==> config.mk <==
export PLATFORM = sky130hd
export DESIGN_NAME = gpio_pin_ownership_controller
export DESIGN_NICKNAME = d
export VERILOG_FILES = /design/src/gpoc_pkg.sv /design/src/gpio_pin_ownership_controller.sv /design/src/gpoc_ram.sv /design/src/gpoc_exec.sv
export SDC_FILE = /design/constraint.sdc
export NUM_CORES = 1
export LEC_CHECK = 0
export BUFFER_PORTS_ARGS = -buffer_cell sky130_fd_sc_hd__buf_2
export CORE_ASPECT_RATIO = 0.9
export CORE_MARGIN = 5
export CORE_UTILIZATION = 53
export CTS_CLUSTER_SIZE = 25
export DETAILED_ROUTE_END_ITERATION = 16
export HOLD_SLACK_MARGIN = 0.02
export MAX_ROUTING_LAYER = met4
export PLACE_DENSITY = 0.7
export SLEW_MARGIN = 10
export SYNTH_ARGS = -nofsm -noshare
export SYNTH_HDL_FRONTEND = slang
export SYNTH_SLANG_ARGS = --single-unit
==> constraint.sdc <==
create_clock -name clock -period 8.8 [get_ports clock]
set_input_delay 1.76 -clock clock [delete_from_list [all_inputs] [get_ports clock]]
set_output_delay 1.76 -clock clock [all_outputs]
set_load 0.03 [all_outputs]
==> src/gpoc_pkg.sv <==
`default_nettype none
package gpoc_pkg;

   localparam int PIN_COUNT = 32;
   localparam int MAX_PINS  = 32;
   localparam int IDX_W     = 5;
   localparam int PIN_W     = 6;
   localparam int ID_W      = 22;
   localparam int BANK_W    = 32;
   localparam int CNT_W     = 16;

   localparam logic [BANK_W-1:0] RESERVED_RESET = 32'h0439_3063;
   localparam logic [CNT_W-1:0]  CNT_MAX        = {CNT_W{1'b1}};

   typedef enum logic [2:0] {
      CMD_REQUEST = 3'd0,
      CMD_FREE    = 3'd1,
      CMD_MODE    = 3'd2,
      CMD_READ    = 3'd3,
      CMD_WRITE   = 3'd4,
      CMD_TOGGLE  = 3'd5,
      CMD_OPEN    = 3'd6,
      CMD_CLOSE   = 3'd7
   } cmd_type;

   typedef enum logic [1:0] {
      MODE_IN      = 2'd0,
      MODE_OUT     = 2'd1,
      MODE_INTR    = 2'd2,
      MODE_INVALID = 2'd3
   } mode_type;

   localparam logic [2:0] ST_OK      = 3'd0;
   localparam logic [2:0] ST_FAULT   = 3'd1;
   localparam logic [2:0] ST_BUSY    = 3'd2;
   localparam logic [2:0] ST_DENIED  = 3'd3;
   localparam logic [2:0] ST_BADMODE = 3'd4;

   typedef struct packed {
      logic [PIN_W-1:0] pin;
      logic [ID_W-1:0]  id;
      logic [2:0]       cmd;
      logic [1:0]       mode;
      logic             wval;
      logic             samp;
   } cmd_beat_type;

   typedef struct packed {
      logic [BANK_W-1:0] mask;
      logic [BANK_W-1:0] dir;
      logic [BANK_W-1:0] lvl;
      logic [BANK_W-1:0] irq;
      logic [CNT_W-1:0]  count;
   } bank_state_type;

   typedef struct packed {
      logic [2:0]        status;
      logic              rval;
      logic [BANK_W-1:0] dir;
      logic [BANK_W-1:0] lvl;
      logic [BANK_W-1:0] irq;
      logic [CNT_W-1:0]  count;
      logic              own_we;
      logic              vld_set;
      logic              vld_clr;
      logic              close_all;
   } exec_result_type;

endpackage
`default_nettype wire

==> src/gpio_pin_ownership_controller.sv <==
`default_nettype none
// GPIO pin ownership controller, 32 pins.
// Command channel (req_*): one beat per command: cmd, pin, requester id, mode,
// write level and the sampled pin level. Result channel (rsp_*): one beat per
// command: status, read value and the bank's level, direction and irq-enable
// vectors after the command. csr_wr_en/csr_wr_data load the reserved pin mask;
// write it only while no command is in flight.
// Owners live in a 32 x 22 synchronous RAM with a registered read, plus one valid
// flop per pin so that the last close frees all unreserved pins at once.
// Flow: a command is read from the owner RAM at the edge that accepts it, then
// executed and written back when it commits from ST_EXEC; its result is valid
// from then on. The block takes no new command until the last one commits:
// req_stall is high while a command waits in ST_EXEC.
// A result waiting under rsp_stall does not block acceptance of the next
// command; that command holds in its execute step until the result slot frees.
// Reset: all pins free, all outputs, levels low, irqs off, user count zero,
// reserved mask back to its default; rsp_valid drops and req_stall is low.
module gpio_pin_ownership_controller (
   input  wire logic                          clock,
   input  wire logic                          reset,
   input  wire logic                          req_valid,
   output logic                               req_stall,
   input  wire logic [2:0]                    req_cmd,
   input  wire logic [gpoc_pkg::PIN_W-1:0]    req_pin,
   input  wire logic [gpoc_pkg::ID_W-1:0]     req_requester_id,
   input  wire logic [1:0]                    req_mode_value,
   input  wire logic                          req_write_value,
   input  wire logic                          req_sampled_level,
   output logic                               rsp_valid,
   input  wire logic                          rsp_stall,
   output logic [2:0]                         rsp_status,
   output logic                               rsp_read_value,
   output logic [gpoc_pkg::BANK_W-1:0]        rsp_output_levels,
   output logic [gpoc_pkg::BANK_W-1:0]        rsp_direction_bits,
   output logic [gpoc_pkg::BANK_W-1:0]        rsp_irq_enables,
   input  wire logic                          csr_wr_en,
   input  wire logic [gpoc_pkg::BANK_W-1:0]   csr_wr_data
);

   typedef enum logic {
      ST_IDLE,
      ST_EXEC
   } state_type;

   state_type                        state_ff;
   logic                             rsp_valid_ff;
   gpoc_pkg::cmd_beat_type           beat_ff;
   gpoc_pkg::cmd_beat_type           beat_in;
   gpoc_pkg::bank_state_type         bank_ff;
   logic [gpoc_pkg::MAX_PINS-1:0]    owner_vld_ff;
   logic [gpoc_pkg::MAX_PINS-1:0]    owner_vld_in;
   logic [2:0]                       status_ff;
   logic                             rval_ff;

   logic                             accept;
   logic                             commit;
   logic [gpoc_pkg::IDX_W-1:0]       idx;
   logic [gpoc_pkg::ID_W-1:0]        ram_rd_data;
   logic [gpoc_pkg::ID_W-1:0]        owner;
   gpoc_pkg::exec_result_type        res;

   assign accept    = req_valid && !req_stall;
   assign commit    = (state_ff == ST_EXEC) && (!rsp_valid_ff || !rsp_stall);
   assign req_stall = (state_ff != ST_IDLE);
   assign idx       = beat_ff.pin[gpoc_pkg::IDX_W-1:0];
   assign owner     = owner_vld_ff[idx] ? ram_rd_data : '0;

   assign beat_in.pin  = req_pin;
   assign beat_in.id   = req_requester_id;
   assign beat_in.cmd  = req_cmd;
   assign beat_in.mode = req_mode_value;
   assign beat_in.wval = req_write_value;
   assign beat_in.samp = req_sampled_level;

   gpoc_ram #(
      .WIDTH (gpoc_pkg::ID_W),
      .DEPTH (gpoc_pkg::MAX_PINS)
   ) u_owner_ram (
      .clock   (clock),
      .wr_en   (commit && res.own_we),
      .wr_addr (idx),
      .wr_data (beat_ff.id),
      .rd_en   (accept),
      .rd_addr (req_pin[gpoc_pkg::IDX_W-1:0]),
      .rd_data (ram_rd_data)
   );

   gpoc_exec u_exec (
      .beat  (beat_ff),
      .owner (owner),
      .bank  (bank_ff),
      .res   (res)
   );

   always_comb begin
      owner_vld_in = owner_vld_ff;
      if (res.vld_set) begin
         owner_vld_in[idx] = 1'b1;
      end
      if (res.vld_clr) begin
         owner_vld_in[idx] = 1'b0;
      end
      if (res.close_all) begin
         owner_vld_in = owner_vld_ff & bank_ff.mask;
      end
   end

   always_ff @(posedge clock) begin
      if (reset) begin
         state_ff      <= ST_IDLE;
         rsp_valid_ff  <= 1'b0;
         owner_vld_ff  <= '0;
         bank_ff.mask  <= gpoc_pkg::RESERVED_RESET;
         bank_ff.dir   <= '1;
         bank_ff.lvl   <= '0;
         bank_ff.irq   <= '0;
         bank_ff.count <= '0;
      end else begin
         if (csr_wr_en) begin
            bank_ff.mask <= csr_wr_data;
         end
         if (commit) begin
            rsp_valid_ff <= 1'b1;
         end else if (rsp_valid_ff && !rsp_stall) begin
            rsp_valid_ff <= 1'b0;
         end
         unique case (state_ff)
            ST_IDLE: begin
               if (accept) begin
                  beat_ff  <= beat_in;
                  state_ff <= ST_EXEC;
               end
            end
            ST_EXEC: begin
               if (commit) begin
                  owner_vld_ff  <= owner_vld_in;
                  bank_ff.dir   <= res.dir;
                  bank_ff.lvl   <= res.lvl;
                  bank_ff.irq   <= res.irq;
                  bank_ff.count <= res.count;
                  status_ff     <= res.status;
                  rval_ff       <= res.rval;
                  state_ff      <= ST_IDLE;
               end
            end
         endcase
      end
   end

   assign rsp_valid          = rsp_valid_ff;
   assign rsp_status         = status_ff;
   assign rsp_read_value     = rval_ff;
   assign rsp_output_levels  = bank_ff.lvl;
   assign rsp_direction_bits = bank_ff.dir;
   assign rsp_irq_enables    = bank_ff.irq;

endmodule
`default_nettype wire

==> src/gpoc_ram.sv <==
`default_nettype none
module gpoc_ram #(
   parameter int WIDTH = 8,
   parameter int DEPTH = 32,
   localparam int ADDR_W = (DEPTH > 1) ? $clog2(DEPTH) : 1
) (
   input  wire logic              clock,
   input  wire logic              wr_en,
   input  wire logic [ADDR_W-1:0] wr_addr,
   input  wire logic [WIDTH-1:0]  wr_data,
   input  wire logic              rd_en,
   input  wire logic [ADDR_W-1:0] rd_addr,
   output logic      [WIDTH-1:0]  rd_data
);

   logic [WIDTH-1:0] mem_ff [DEPTH];

   always_ff @(posedge clock) begin
      if (wr_en) begin
         mem_ff[wr_addr] <= wr_data;
      end
      if (rd_en) begin
         rd_data <= mem_ff[rd_addr];
      end
   end

endmodule
`default_nettype wire

==> src/gpoc_exec.sv <==
`default_nettype none
module gpoc_exec (
   input  wire gpoc_pkg::cmd_beat_type    beat,
   input  wire logic [gpoc_pkg::ID_W-1:0] owner,
   input  wire gpoc_pkg::bank_state_type  bank,
   output gpoc_pkg::exec_result_type      res
);

   logic                          in_range;
   logic [gpoc_pkg::IDX_W-1:0]    idx;
   logic [gpoc_pkg::BANK_W-1:0]   bit_sel;
   logic                          usable;
   logic                          is_owner;

   assign in_range = beat.pin < gpoc_pkg::PIN_W'(gpoc_pkg::PIN_COUNT);
   assign idx      = beat.pin[gpoc_pkg::IDX_W-1:0];
   assign bit_sel  = in_range ? (gpoc_pkg::BANK_W'(1) << idx) : '0;
   assign usable   = in_range && !bank.mask[idx];
   assign is_owner = (beat.id != '0) && (owner == beat.id);

   always_comb begin
      res           = '0;
      res.status    = gpoc_pkg::ST_OK;
      res.dir       = bank.dir;
      res.lvl       = bank.lvl;
      res.irq       = bank.irq;
      res.count     = bank.count;
      unique case (gpoc_pkg::cmd_type'(beat.cmd))
         gpoc_pkg::CMD_REQUEST: begin
            if (!usable) begin
               res.status = gpoc_pkg::ST_FAULT;
            end else if (owner != '0) begin
               res.status = gpoc_pkg::ST_BUSY;
            end else begin
               res.own_we  = 1'b1;
               res.vld_set = 1'b1;
            end
         end
         gpoc_pkg::CMD_FREE: begin
            if (!usable) begin
               res.status = gpoc_pkg::ST_FAULT;
            end else if (!is_owner) begin
               res.status = gpoc_pkg::ST_DENIED;
            end else begin
               res.vld_clr = 1'b1;
            end
         end
         gpoc_pkg::CMD_MODE: begin
            if (!usable) begin
               res.status = gpoc_pkg::ST_FAULT;
            end else if (!is_owner) begin
               res.status = gpoc_pkg::ST_DENIED;
            end else begin
               unique case (gpoc_pkg::mode_type'(beat.mode))
                  gpoc_pkg::MODE_IN: begin
                     res.dir = bank.dir & ~bit_sel;
                  end
                  gpoc_pkg::MODE_OUT: begin
                     res.dir = bank.dir | bit_sel;
                     res.lvl = bank.lvl | bit_sel;
                  end
                  gpoc_pkg::MODE_INTR: begin
                     res.irq = bank.irq | bit_sel;
                  end
                  gpoc_pkg::MODE_INVALID: begin
                     res.status = gpoc_pkg::ST_BADMODE;
                  end
               endcase
            end
         end
         gpoc_pkg::CMD_READ: begin
            if (!in_range) begin
               res.status = gpoc_pkg::ST_FAULT;
            end else if (bank.dir[idx]) begin
               res.rval = bank.lvl[idx];
            end else begin
               res.rval = beat.samp;
            end
         end
         gpoc_pkg::CMD_WRITE, gpoc_pkg::CMD_TOGGLE: begin
            if (!usable) begin
               res.status = gpoc_pkg::ST_FAULT;
            end else if (!is_owner || !bank.dir[idx]) begin
               res.status = gpoc_pkg::ST_DENIED;
            end else if (beat.cmd == gpoc_pkg::CMD_WRITE) begin
               res.lvl = beat.wval ? (bank.lvl | bit_sel) : (bank.lvl & ~bit_sel);
            end else begin
               res.lvl  = bank.lvl ^ bit_sel;
               res.rval = ~bank.lvl[idx];
            end
         end
         gpoc_pkg::CMD_OPEN: begin
            if (bank.count != gpoc_pkg::CNT_MAX) begin
               res.count = bank.count + gpoc_pkg::CNT_W'(1);
            end
         end
         gpoc_pkg::CMD_CLOSE: begin
            if (bank.count != '0) begin
               res.count     = bank.count - gpoc_pkg::CNT_W'(1);
               res.close_all = (bank.count == gpoc_pkg::CNT_W'(1));
            end
         end
      endcase
   end

endmodule
`default_nettype wire

After elaboration in Yosys (flattened, before gate mapping) --
Memory sizes are Yosys's and may differ from the RTL's. A register that Yosys moved wholly into a read port is not among the register bits. Index checks and enable logic that the tools add are counted. W data, S select, Z words.
Storage, ports and cells: register bits 217, bits in writable memories 704, bits of input ports 72, output and inout port bits 102, logic and storage cells 149, memories kept 1
Operators by class: $add $sub $neg 2, magnitude comparators 3, equality and inequality tests 20, shift-type cells 1, multiplexer cells 60, bitwise logic cells 14, reductions and logical operators 32
Memories:
- u_owner_ram.mem_ff | depth 32, bits a word 22, read ports 1, clocked after Yosys merged registers in 1, write ports 1, line gpoc_ram.sv:16 | logic [WIDTH-1:0] mem_ff [DEPTH];
Operators by type and width (count):
- $mux W32 | 10
- $and A32 B32 Y32 | 4
- $mux W64 | 2
- $or A32 B32 Y32 | 4
- $pmux W32 S2 | 2
- $not A32 Y32 | 2
- $reduce_bool A22 Y1 | 2
- $mux W16 | 2
- $pmux W16 S2 | 1
- $shl A1 B5 Y32 const A | 1
- $xor A32 B32 Y32 | 1
- $eq A22 B22 Y1 | 1
- $mux W1 | 22
- $mux W22 | 1
- $bmux W1 S5 | 4
- $add A16 B1 Y16 const B | 1
- $eq A16 B1 Y1 const B | 1
- $mux W2 | 8
- $ne A16 B16 Y1 const B | 1
- $reduce_bool A16 Y1 | 1
- $sub A16 B1 Y16 const B | 1
- $pmux W3 S5 | 1
- $eq A3 B3 Y1 const B | 4
- $mux W3 | 4
- other kinds (24) | 51

Longest topological paths before layout --
Gate-level depths: netlist (run 1).
depth after elaboration 11, depth in mapped cells 15, mapped depth without buffers 10

Hierarchy --
A second synthesis (run 1) with hierarchy kept.
Unflattened totals: cells, all modules 3375, area total of the unflattened synthesis 42711.0 µm²
Modules (own cells, without submodules):
- gpoc_ram | instances 1, cells an instance 1550, area each 28205.8 µm², sequential area each 21800.9 µm²
- gpio_pin_ownership_controller | instances 1, cells an instance 1088, area each 9350.2 µm², sequential area each 4734.5 µm²
- gpoc_exec | instances 1, cells an instance 737, area each 5154.9 µm², sequential area each 0.0 µm²

Worst setup path after synthesis (run 1) --
OpenSTA, ideal clock, no wires.
kind input port to flip-flop, start point input req_valid, end point register beat_ff[0] (netlist name), enable pin, library setup time 431 ps, arrival time 4513 ps, data required time 8369 ps, path slack 3856 ps, cell stages on the path 2, buffers on the path 0, cell sequence nor2b_1 -> nor2b_1
Between the ends: longest elaborated chain between the ends 2
RTL lines:
- from (decl) | line gpio_pin_ownership_controller.sv:21 | input wire logic req_valid,
- $logic_and A1 B1 Y1 | line gpio_pin_ownership_controller.sv:62 | assign accept = req_valid && !req_stall;
- $reduce_and A3 Y1 (no source line)
- to (signal assigned) | line gpio_pin_ownership_controller.sv:130 | beat_ff <= beat_in;
- to (decl) | line gpio_pin_ownership_controller.sv:47 | gpoc_pkg::cmd_beat_type beat_ff;
Every way passes these cells. A chain may end at the register's enable or synchronous reset.

Worst setup path after layout (run 1) --
start point register beat_ff[29] (netlist name), end point memory u_owner_ram.mem_ff[24][13] (netlist name), enable pin
Between the ends: longest elaborated chain between the ends 10, elaborated cells between the ends (all ways) 15, those cells by class order compare (1); mux (10); reduce/logical (4)
RTL lines:
- $bmux W1 S5 | line gpio_pin_ownership_controller.sv:66 | assign owner = owner_vld_ff[idx] ? ram_rd_data : '0;
- $mux W1 (not written as such) | line gpio_pin_ownership_controller.sv:66
- $mux W22 | line gpio_pin_ownership_controller.sv:66
- $reduce_bool A22 Y1 | line gpoc_exec.sv:32 | end else if (owner != '0) begin
- $mux W2 | line gpoc_exec.sv:32
- $mux W2 | line gpoc_exec.sv:30 | if (!usable) begin
- $mux W2 | line gpoc_exec.sv:28 | unique case (gpoc_pkg::cmd_type'(beat.cmd))
- $logic_and A1 B1 Y1 | line gpio_pin_ownership_controller.sv:80 | .wr_en (commit && res.own_we),
- $mux W1 | line gpoc_ram.sv:19 | if (wr_en) begin
- $mux W1 (not written as such) | line gpoc_ram.sv:20 | mem_ff[wr_addr] <= wr_data;
- to (decl) | line gpoc_ram.sv:16
Several ways; a longest one is shown, not always the timed one. The select of a mux whose other input is x is not followed.

==> reports/metrics.cfg, run 1 <==
[clock_network]
cts.repair.resized=0
clk_latency_ps=690
post-cts-setup-buffer-count=0
cts_root_buffer=clkbuf_16
clockBufferDepth=3
hold_buffers=0
cts_sinks=943
cts_buffers=94
cts_tree=yes
cts_max_level=3
clkSlewWorstSetupHoldPaths_ps=60

[floorplan]
ioPinCount=174
initial_utilization_pct=53.6
dieHeight_um=274
die_x_um=303
num_rows=96
core_area_mm2=0.0765
die_area_mm2=0.0830

[yosys]
ys_seq_area_share_pct=64.7
avgSynthCellArea_um2=15.3
synth_edf_count=765
synthFlopType=edfxtp_1
synth_cells=2676
ys_warn_count=0
syn_nets=2784
netlist_area_mm2=0.0410
ys_types=78
ys_ff_latch=943
ys_async_sr_fraction_pct=0

[timing]
setup_viol=0
min_period_ps=5440
tightest_slew_ps=1200
slew_headroom_pct=19.9
maxSlewViolCount=0
fmaxAchievable_mhz=184
finalHoldViolCount=0
fin_tns_setup_ps=0
fin_skew_ps=64.8
period_share_pct=61.8
rsz0062_at_grt=no

[hold_path]
hold_path_depth=2
hold_path.class=reg -> reg
hp-start=rsp_irq_enables[10]
min_to=rsp_irq_enables[10]

[worst_setup_path]
crit_fanout=32
worstPathCellList=buf_4 > mux4_2 > mux2i_1 > a2bb2oi_1 > o2111ai_2 > nor4_1 > nand3_4 > nor2_4
r2r-end=u_owner_ram.mem_ff[24][13]
start_kind=flip-flop
critPathTopFamily=simple AND/OR/NAND/NOR gates
critPathKind=reg -> reg
critPathArrivalTime_ps=5680
r2r_slack_ps=3360
worstPathRequired_ps=9040
reg2reg_depth=8
cp-end-kind=flip-flop
crit_buf_inv=1
critPathMaxStageDelay_ps=1130
cpMaxStageDelayCell=nor2_4
timing.rr.start=beat_ff[29]

[placement]
post-dp-hpwl_mm=69.8
portBuffers=173
gp_congestion=0.957

[global_routing]
grt_util_all_layers_pct=27.7
overflow=0
grt_pass1_wl_mm=164
grt_start_max_net_pins=97
antenna_found_initial=3
grt_pass1_vias=24200

[drt]
drtIter0Drc=3267
via_per_inst=6.51
drc=0
ant_nets=0
dr_total_vias=25000
routed_wl_mm=113
firstDrtPassIters=9
wl_per_cell_um=29.3

[finish]
postLayoutCoreUtil_pct=59.5
nNetsFinal=2840
area_growth_pct=11.1
final_layout_size_suffix_gt1_share_pct=27.2
layout_commonest_cell=edfxtp_1
final_cell_mix=edfxtp_1 (765), mux4_2 (244), dfxtp_1 (178)

[power_and_ir_drop]
power.density_mw_per_mm2=208
ir_drop_mv=0.205
leakage_nw=14.9

[status]
status=completed

[run]
max_cap_violations=0

==> where the power goes <==
part / leakage [nW] / switching (W) / internal [W]
Clock: 1.55 / 0.00175 / 0.00235
Sequential: 8.34 / 0.0000378 / 0.00483
Combinational: 5.03 / 0.000297 / 0.000193
==> registers in the layout (all words and copies together), names as in the netlist, named ones only <==
register	flops
u_owner_ram.mem_ff	704
rsp_read_value	1
req_stall	1
owner_vld_ff	32
rsp_valid	1
bank_ff	48
rsp_status	3
beat_ff	35
u_owner_ram.rd_data	22
rsp_irq_enables	32
==> routing by layer <==
layer | global-route usage, % | vias to the layer above | part of all wire, %
li1 | - | 10400 | -
met2 | 39.7 | 1615 | 45
met3 | 6.86 | 216 | 12
met5 | - | - | 0
met4 | 8.01 | 0 | 3.2
met1 | 39.9 | 12800 | 40
==> tightest hold or removal path, cell delays in order, from the launching register on <==
cell     delay (ps)
dfxtp_1         310
inv_1            50
o22ai_1          70
==> Yosys cell counts (6+ instances only) <==
master,count,share of area (%)
buf_2,12,0.15
o21bai_1,32,0.59
a21oi_1,143,1.7
nor2b_1,25,0.38
ha_1,36,1.1
mux2_2,30,0.82
mux4_2,244,13
nand3_1,16,0.20
xor2_1,10,0.21
or3_1,7,0.11
inv_1,172,1.6
a221oi_2,30,1.1
a22oi_1,11,0.20
nand2b_1,6,0.092
clkbuf_1,117,1.1
nor3_2,27,0.66
nor4_1,15,0.23
a211o_1,11,0.23
edfxtp_1,765,56
or4_1,7,0.13
o21ai_0,118,1.4
o32ai_1,33,0.70
nor3_1,52,0.63
a31oi_1,7,0.11
o22ai_1,36,0.55
nor2_1,166,1.5
buf_4,104,1.9
nand4_1,16,0.24
buf_1,26,0.24
nand2_1,93,0.85
dfxtp_1,178,8.7
buf_6,12,0.33
xnor2_1,15,0.32
mux2i_1,32,0.78
==> worst max-delay path by stage <==
stage,from,to,slack (ps),cells past startpoint
6_report,beat_ff[29],u_owner_ram.mem_ff[24][13],3360,8
2_1_floorplan,req_valid,beat_ff[0],3860,2
3_3_place_gp,beat_ff[29],u_owner_ram.mem_ff[25][12],3650,8
4_1_cts,beat_ff[29],u_owner_ram.mem_ff[24][13],3530,8
5_1_grt,beat_ff[29],u_owner_ram.mem_ff[24][6],3140,8
3_5_place_dp,beat_ff[29],u_owner_ram.mem_ff[24][21],3640,8
==> logic make-up after synthesis <==
logic type | after synthesis | synth area share [%]
xor+xnor | 25 | 0.534
mux | 306 | 15.0
compound gates | 454 | 7.42
fa+ha+maj | 36 | 1.10
buf+inv | 444 | 5.27
simple gates | 468 | 5.94
flops | 943 | 64.7
==> metrics by stage <==
step	setup slack, ps	power [W]	hold WS [ps]	area [µm²]	cells
2_1_floorplan	3860	0.00527	453	41000	2676
3_3_place_gp	3650	0.00544	460	42400	3665
3_5_place_dp	3640	0.00545	463	42400	3665
4_1_cts	3530	0.00950	472	45600	3841
5_1_grt	3140	0.00974	490	45600	3842
6_report	3360	0.00947	473	45600	3843
==> area by class of cell <==
class | instances | area (µm²)
Timing Repair Buffer | 231 | 1340
Fill cell | 5586 | 31000
Inverter | 173 | 649
Clock buffer | 120 | 2530
Sequential cell | 943 | 26500
Tap cell | 1029 | 1290
Multi-Input combinational cell | 1289 | 12600
Clock inverter | 56 | 654
Antenna cell | 2 | 5.00
No activity file was read; power rests on OpenSTA's default activity.
==> run 2, diff against run 1 <==
==> constraint.sdc (replaced) <==
create_clock -name clock -period 5.53 [get_ports clock]
set_input_delay 1.106 -clock clock [delete_from_list [all_inputs] [get_ports clock]]
set_output_delay 1.106 -clock clock [all_outputs]
set_load 0.03 [all_outputs]
==> run 2 against run 1 <==
Compared with the run above:
- total power grew 57%
- fmax up 18%
- worst hold slack worse by 5.3 ps
- via count is 1.2% lower
- clock power up 55%
- register-to-register slack got worse by 2500 ps
- die area unchanged
- routed wire length decreased by 2.7%
- sequential cell count stayed put
- cell count rose by 0.47%
- utilization grew 0.21 points
- sequential power up 60%
==> reports/metrics.cfg, run 2 (synthesis results as in run 1) <==
[status]
status=completed

[clock_network]
cts_root_buffer=clkbuf_16
cts_buffers=92  ; -2.1%
cts_max_level=3  ; unchanged
clk_latency_ps=670  ; -20 ps
clockBufferDepth=3  ; unchanged
cts.repair.resized=0  ; unchanged
cts_sinks=943  ; unchanged
cts_tree=yes
post-cts-setup-buffer-count=0  ; unchanged
clkSlewWorstSetupHoldPaths_ps=60  ; about the same
hold_buffers=0  ; unchanged

[floorplan]
die_area_mm2=0.0830  ; unchanged
num_rows=96  ; unchanged
initial_utilization_pct=53.6  ; unchanged
ioPinCount=174  ; unchanged
die_x_um=303  ; unchanged
core_area_mm2=0.0765  ; unchanged
dieHeight_um=274  ; unchanged

[finish]
largest_reg_flops=704  ; unchanged
reg.largest.list=u_owner_ram.mem_ff: 704 flops, bank_ff: 48 flops, beat_ff: 35 flops
largest-register=u_owner_ram.mem_ff
n_antenna_cell=0  ; -2
nNetsFinal=2865  ; +0.88%
area_growth_pct=11.5
layout_commonest_cell=edfxtp_1
final_design_area_no_fill_mm2=0.0457  ; +0.36%
final_cell_mix=edfxtp_1 (765), mux4_2 (244), dfxtp_1 (178)
final_layout_size_suffix_gt1_share_pct=27.9  ; +0.73 points

[placement]
portBuffers=173  ; unchanged
placed_area_mm2=0.0426  ; +0.56%
place_ws_ps=961  ; -2680 ps
gp_congestion=0.978  ; +2.2%
post-dp-hpwl_mm=65.2  ; -6.7%

[timing]
setup_ws_ps=908  ; -2450 ps
min_period_ps=4620  ; -819 ps
finalHoldViolCount=0  ; unchanged
fmaxAchievable_mhz=216  ; +18%
maxSlewViolCount=0  ; unchanged
fin_skew_ps=46.3  ; -18.5 ps
tightest_slew_ps=1230  ; +35.3 ps
fin_tns_setup_ps=0  ; unchanged
setup_viol=0  ; unchanged
rsz0062_at_grt=no
period_share_pct=83.6  ; +22 points
slew_headroom_pct=17.8  ; -2.1 points

[worst_setup_path]
cp_num_cells=10  ; +2
cpMaxStageDelayCell=edfxtp_1
critPathTopFamily=simple AND/OR/NAND/NOR gates
crit_fanout=32  ; unchanged
start_kind=flip-flop
crit_buf_inv=1  ; unchanged
cp-end-kind=flip-flop
reg2reg_depth=10  ; +2
critPathKind=reg -> reg
worstPathRequired_ps=6000  ; -3040 ps
critPathArrivalTime_ps=5090  ; -590 ps
worstPathCellList=buf_4 > mux2_2 > a22oi_1 > and3_4 > o22a_1 > mux2i_1 > nand4_1 > nor4_4 > or2_2 > a221oi_1
critPathMaxStageDelay_ps=1040  ; -90 ps

[drt]
wl_per_cell_um=28.4  ; -3.1%
drtIter0Drc=3196  ; -2.2%
dr_total_vias=24700  ; -1.2%
routed_wl_mm=110  ; -2.7%
drc=0  ; unchanged
via_per_inst=6.40  ; -1.7%
ant_nets=0  ; unchanged
firstDrtPassIters=6  ; -3

[global_routing]
grt_pass1_wl_mm=161  ; -1.9%
overflow=0  ; unchanged
grt_start_max_net_pins=112  ; +15%
grt_util_all_layers_pct=26.9  ; -0.78 points
grt_pass1_vias=24100  ; -0.57%
antenna_found_initial=0  ; -3

[hold_path]
hold_path_depth=2  ; unchanged
hold_path.class=reg -> reg

[power_and_ir_drop]
p_sw_share_pct=21.6  ; -0.42 points
leakage_nw=15.0  ; +0.80%
p_int_w=0.0117  ; +58%
switching_power_w=0.00322  ; +54%
power.density_mw_per_mm2=325  ; +57%
ir_drop_mv=0.339  ; +66%
comb_power_share_pct=4.8  ; -0.4 points
pwr-share-seq_pct=52.3  ; +0.9 points
p_clk_share_pct=42.9  ; -0.5 points

[run]
max_cap_violations=0  ; unchanged

-- run 2: power by group through the flow --
stage / Clock, W / Sequential, W / Combinational, W
4_1_cts: 0.00646 / 0.00778 / 0.000706
5_1_grt: 0.00677 / 0.00779 / 0.000758
3_3_place_gp: 0 / 0.00793 / 0.000690
2_1_floorplan: 0 / 0.00791 / 0.000480
3_5_place_dp: 0 / 0.00793 / 0.000699
6_report: 0.00638 / 0.00778 / 0.000712
-- run 2: routing by layer --
layer  GRT usage, %  wire (µm)  up-vias
met4           6.81       2790        0
met5              -          0        -
met1           38.9      44300    12700
met2           38.9      49900     1427
li1               -          -    10400
met3           6.83      12700      213
-- run 2: area by class of cell --
type                       count  area (µm²)
clock inverter                53         651
fill                        5635       30800
timing repair buffer         258        1600
clock buffer                 116        2460
sequential                   943       26500
inverter                     173         649
tap                         1029        1290
multi-input combinational   1289       12500
-- run 2: tightest hold or removal path, stage by stage, from the launching register on --
cell and delay (ps):
dfxtp_1 310, inv_1 40, o22ai_1 70
-- run 2: stage by stage --
step	cells	util [%]	total power (W)	hold WS, ps
2_1_floorplan	2676	-	0.00839	453
3_3_place_gp	3691	55.7	0.00862	459
3_5_place_dp	3691	55.7	0.00863	463
4_1_cts	3860	59.7	0.0150	472
5_1_grt	3861	59.8	0.0153	481
6_report	3861	59.8	0.0149	468
-- run 2: worst paths after layout --
check	startpoint	to	slack, ps
worst min register to register	rsp_irq_enables[10]	rsp_irq_enables[10]	470
worst max-delay path	beat_ff[30]	flip-flop	910
worst min-delay path	rsp_irq_enables[10]	rsp_irq_enables[10]	470
worst max register to register	beat_ff[30]	flip-flop	910
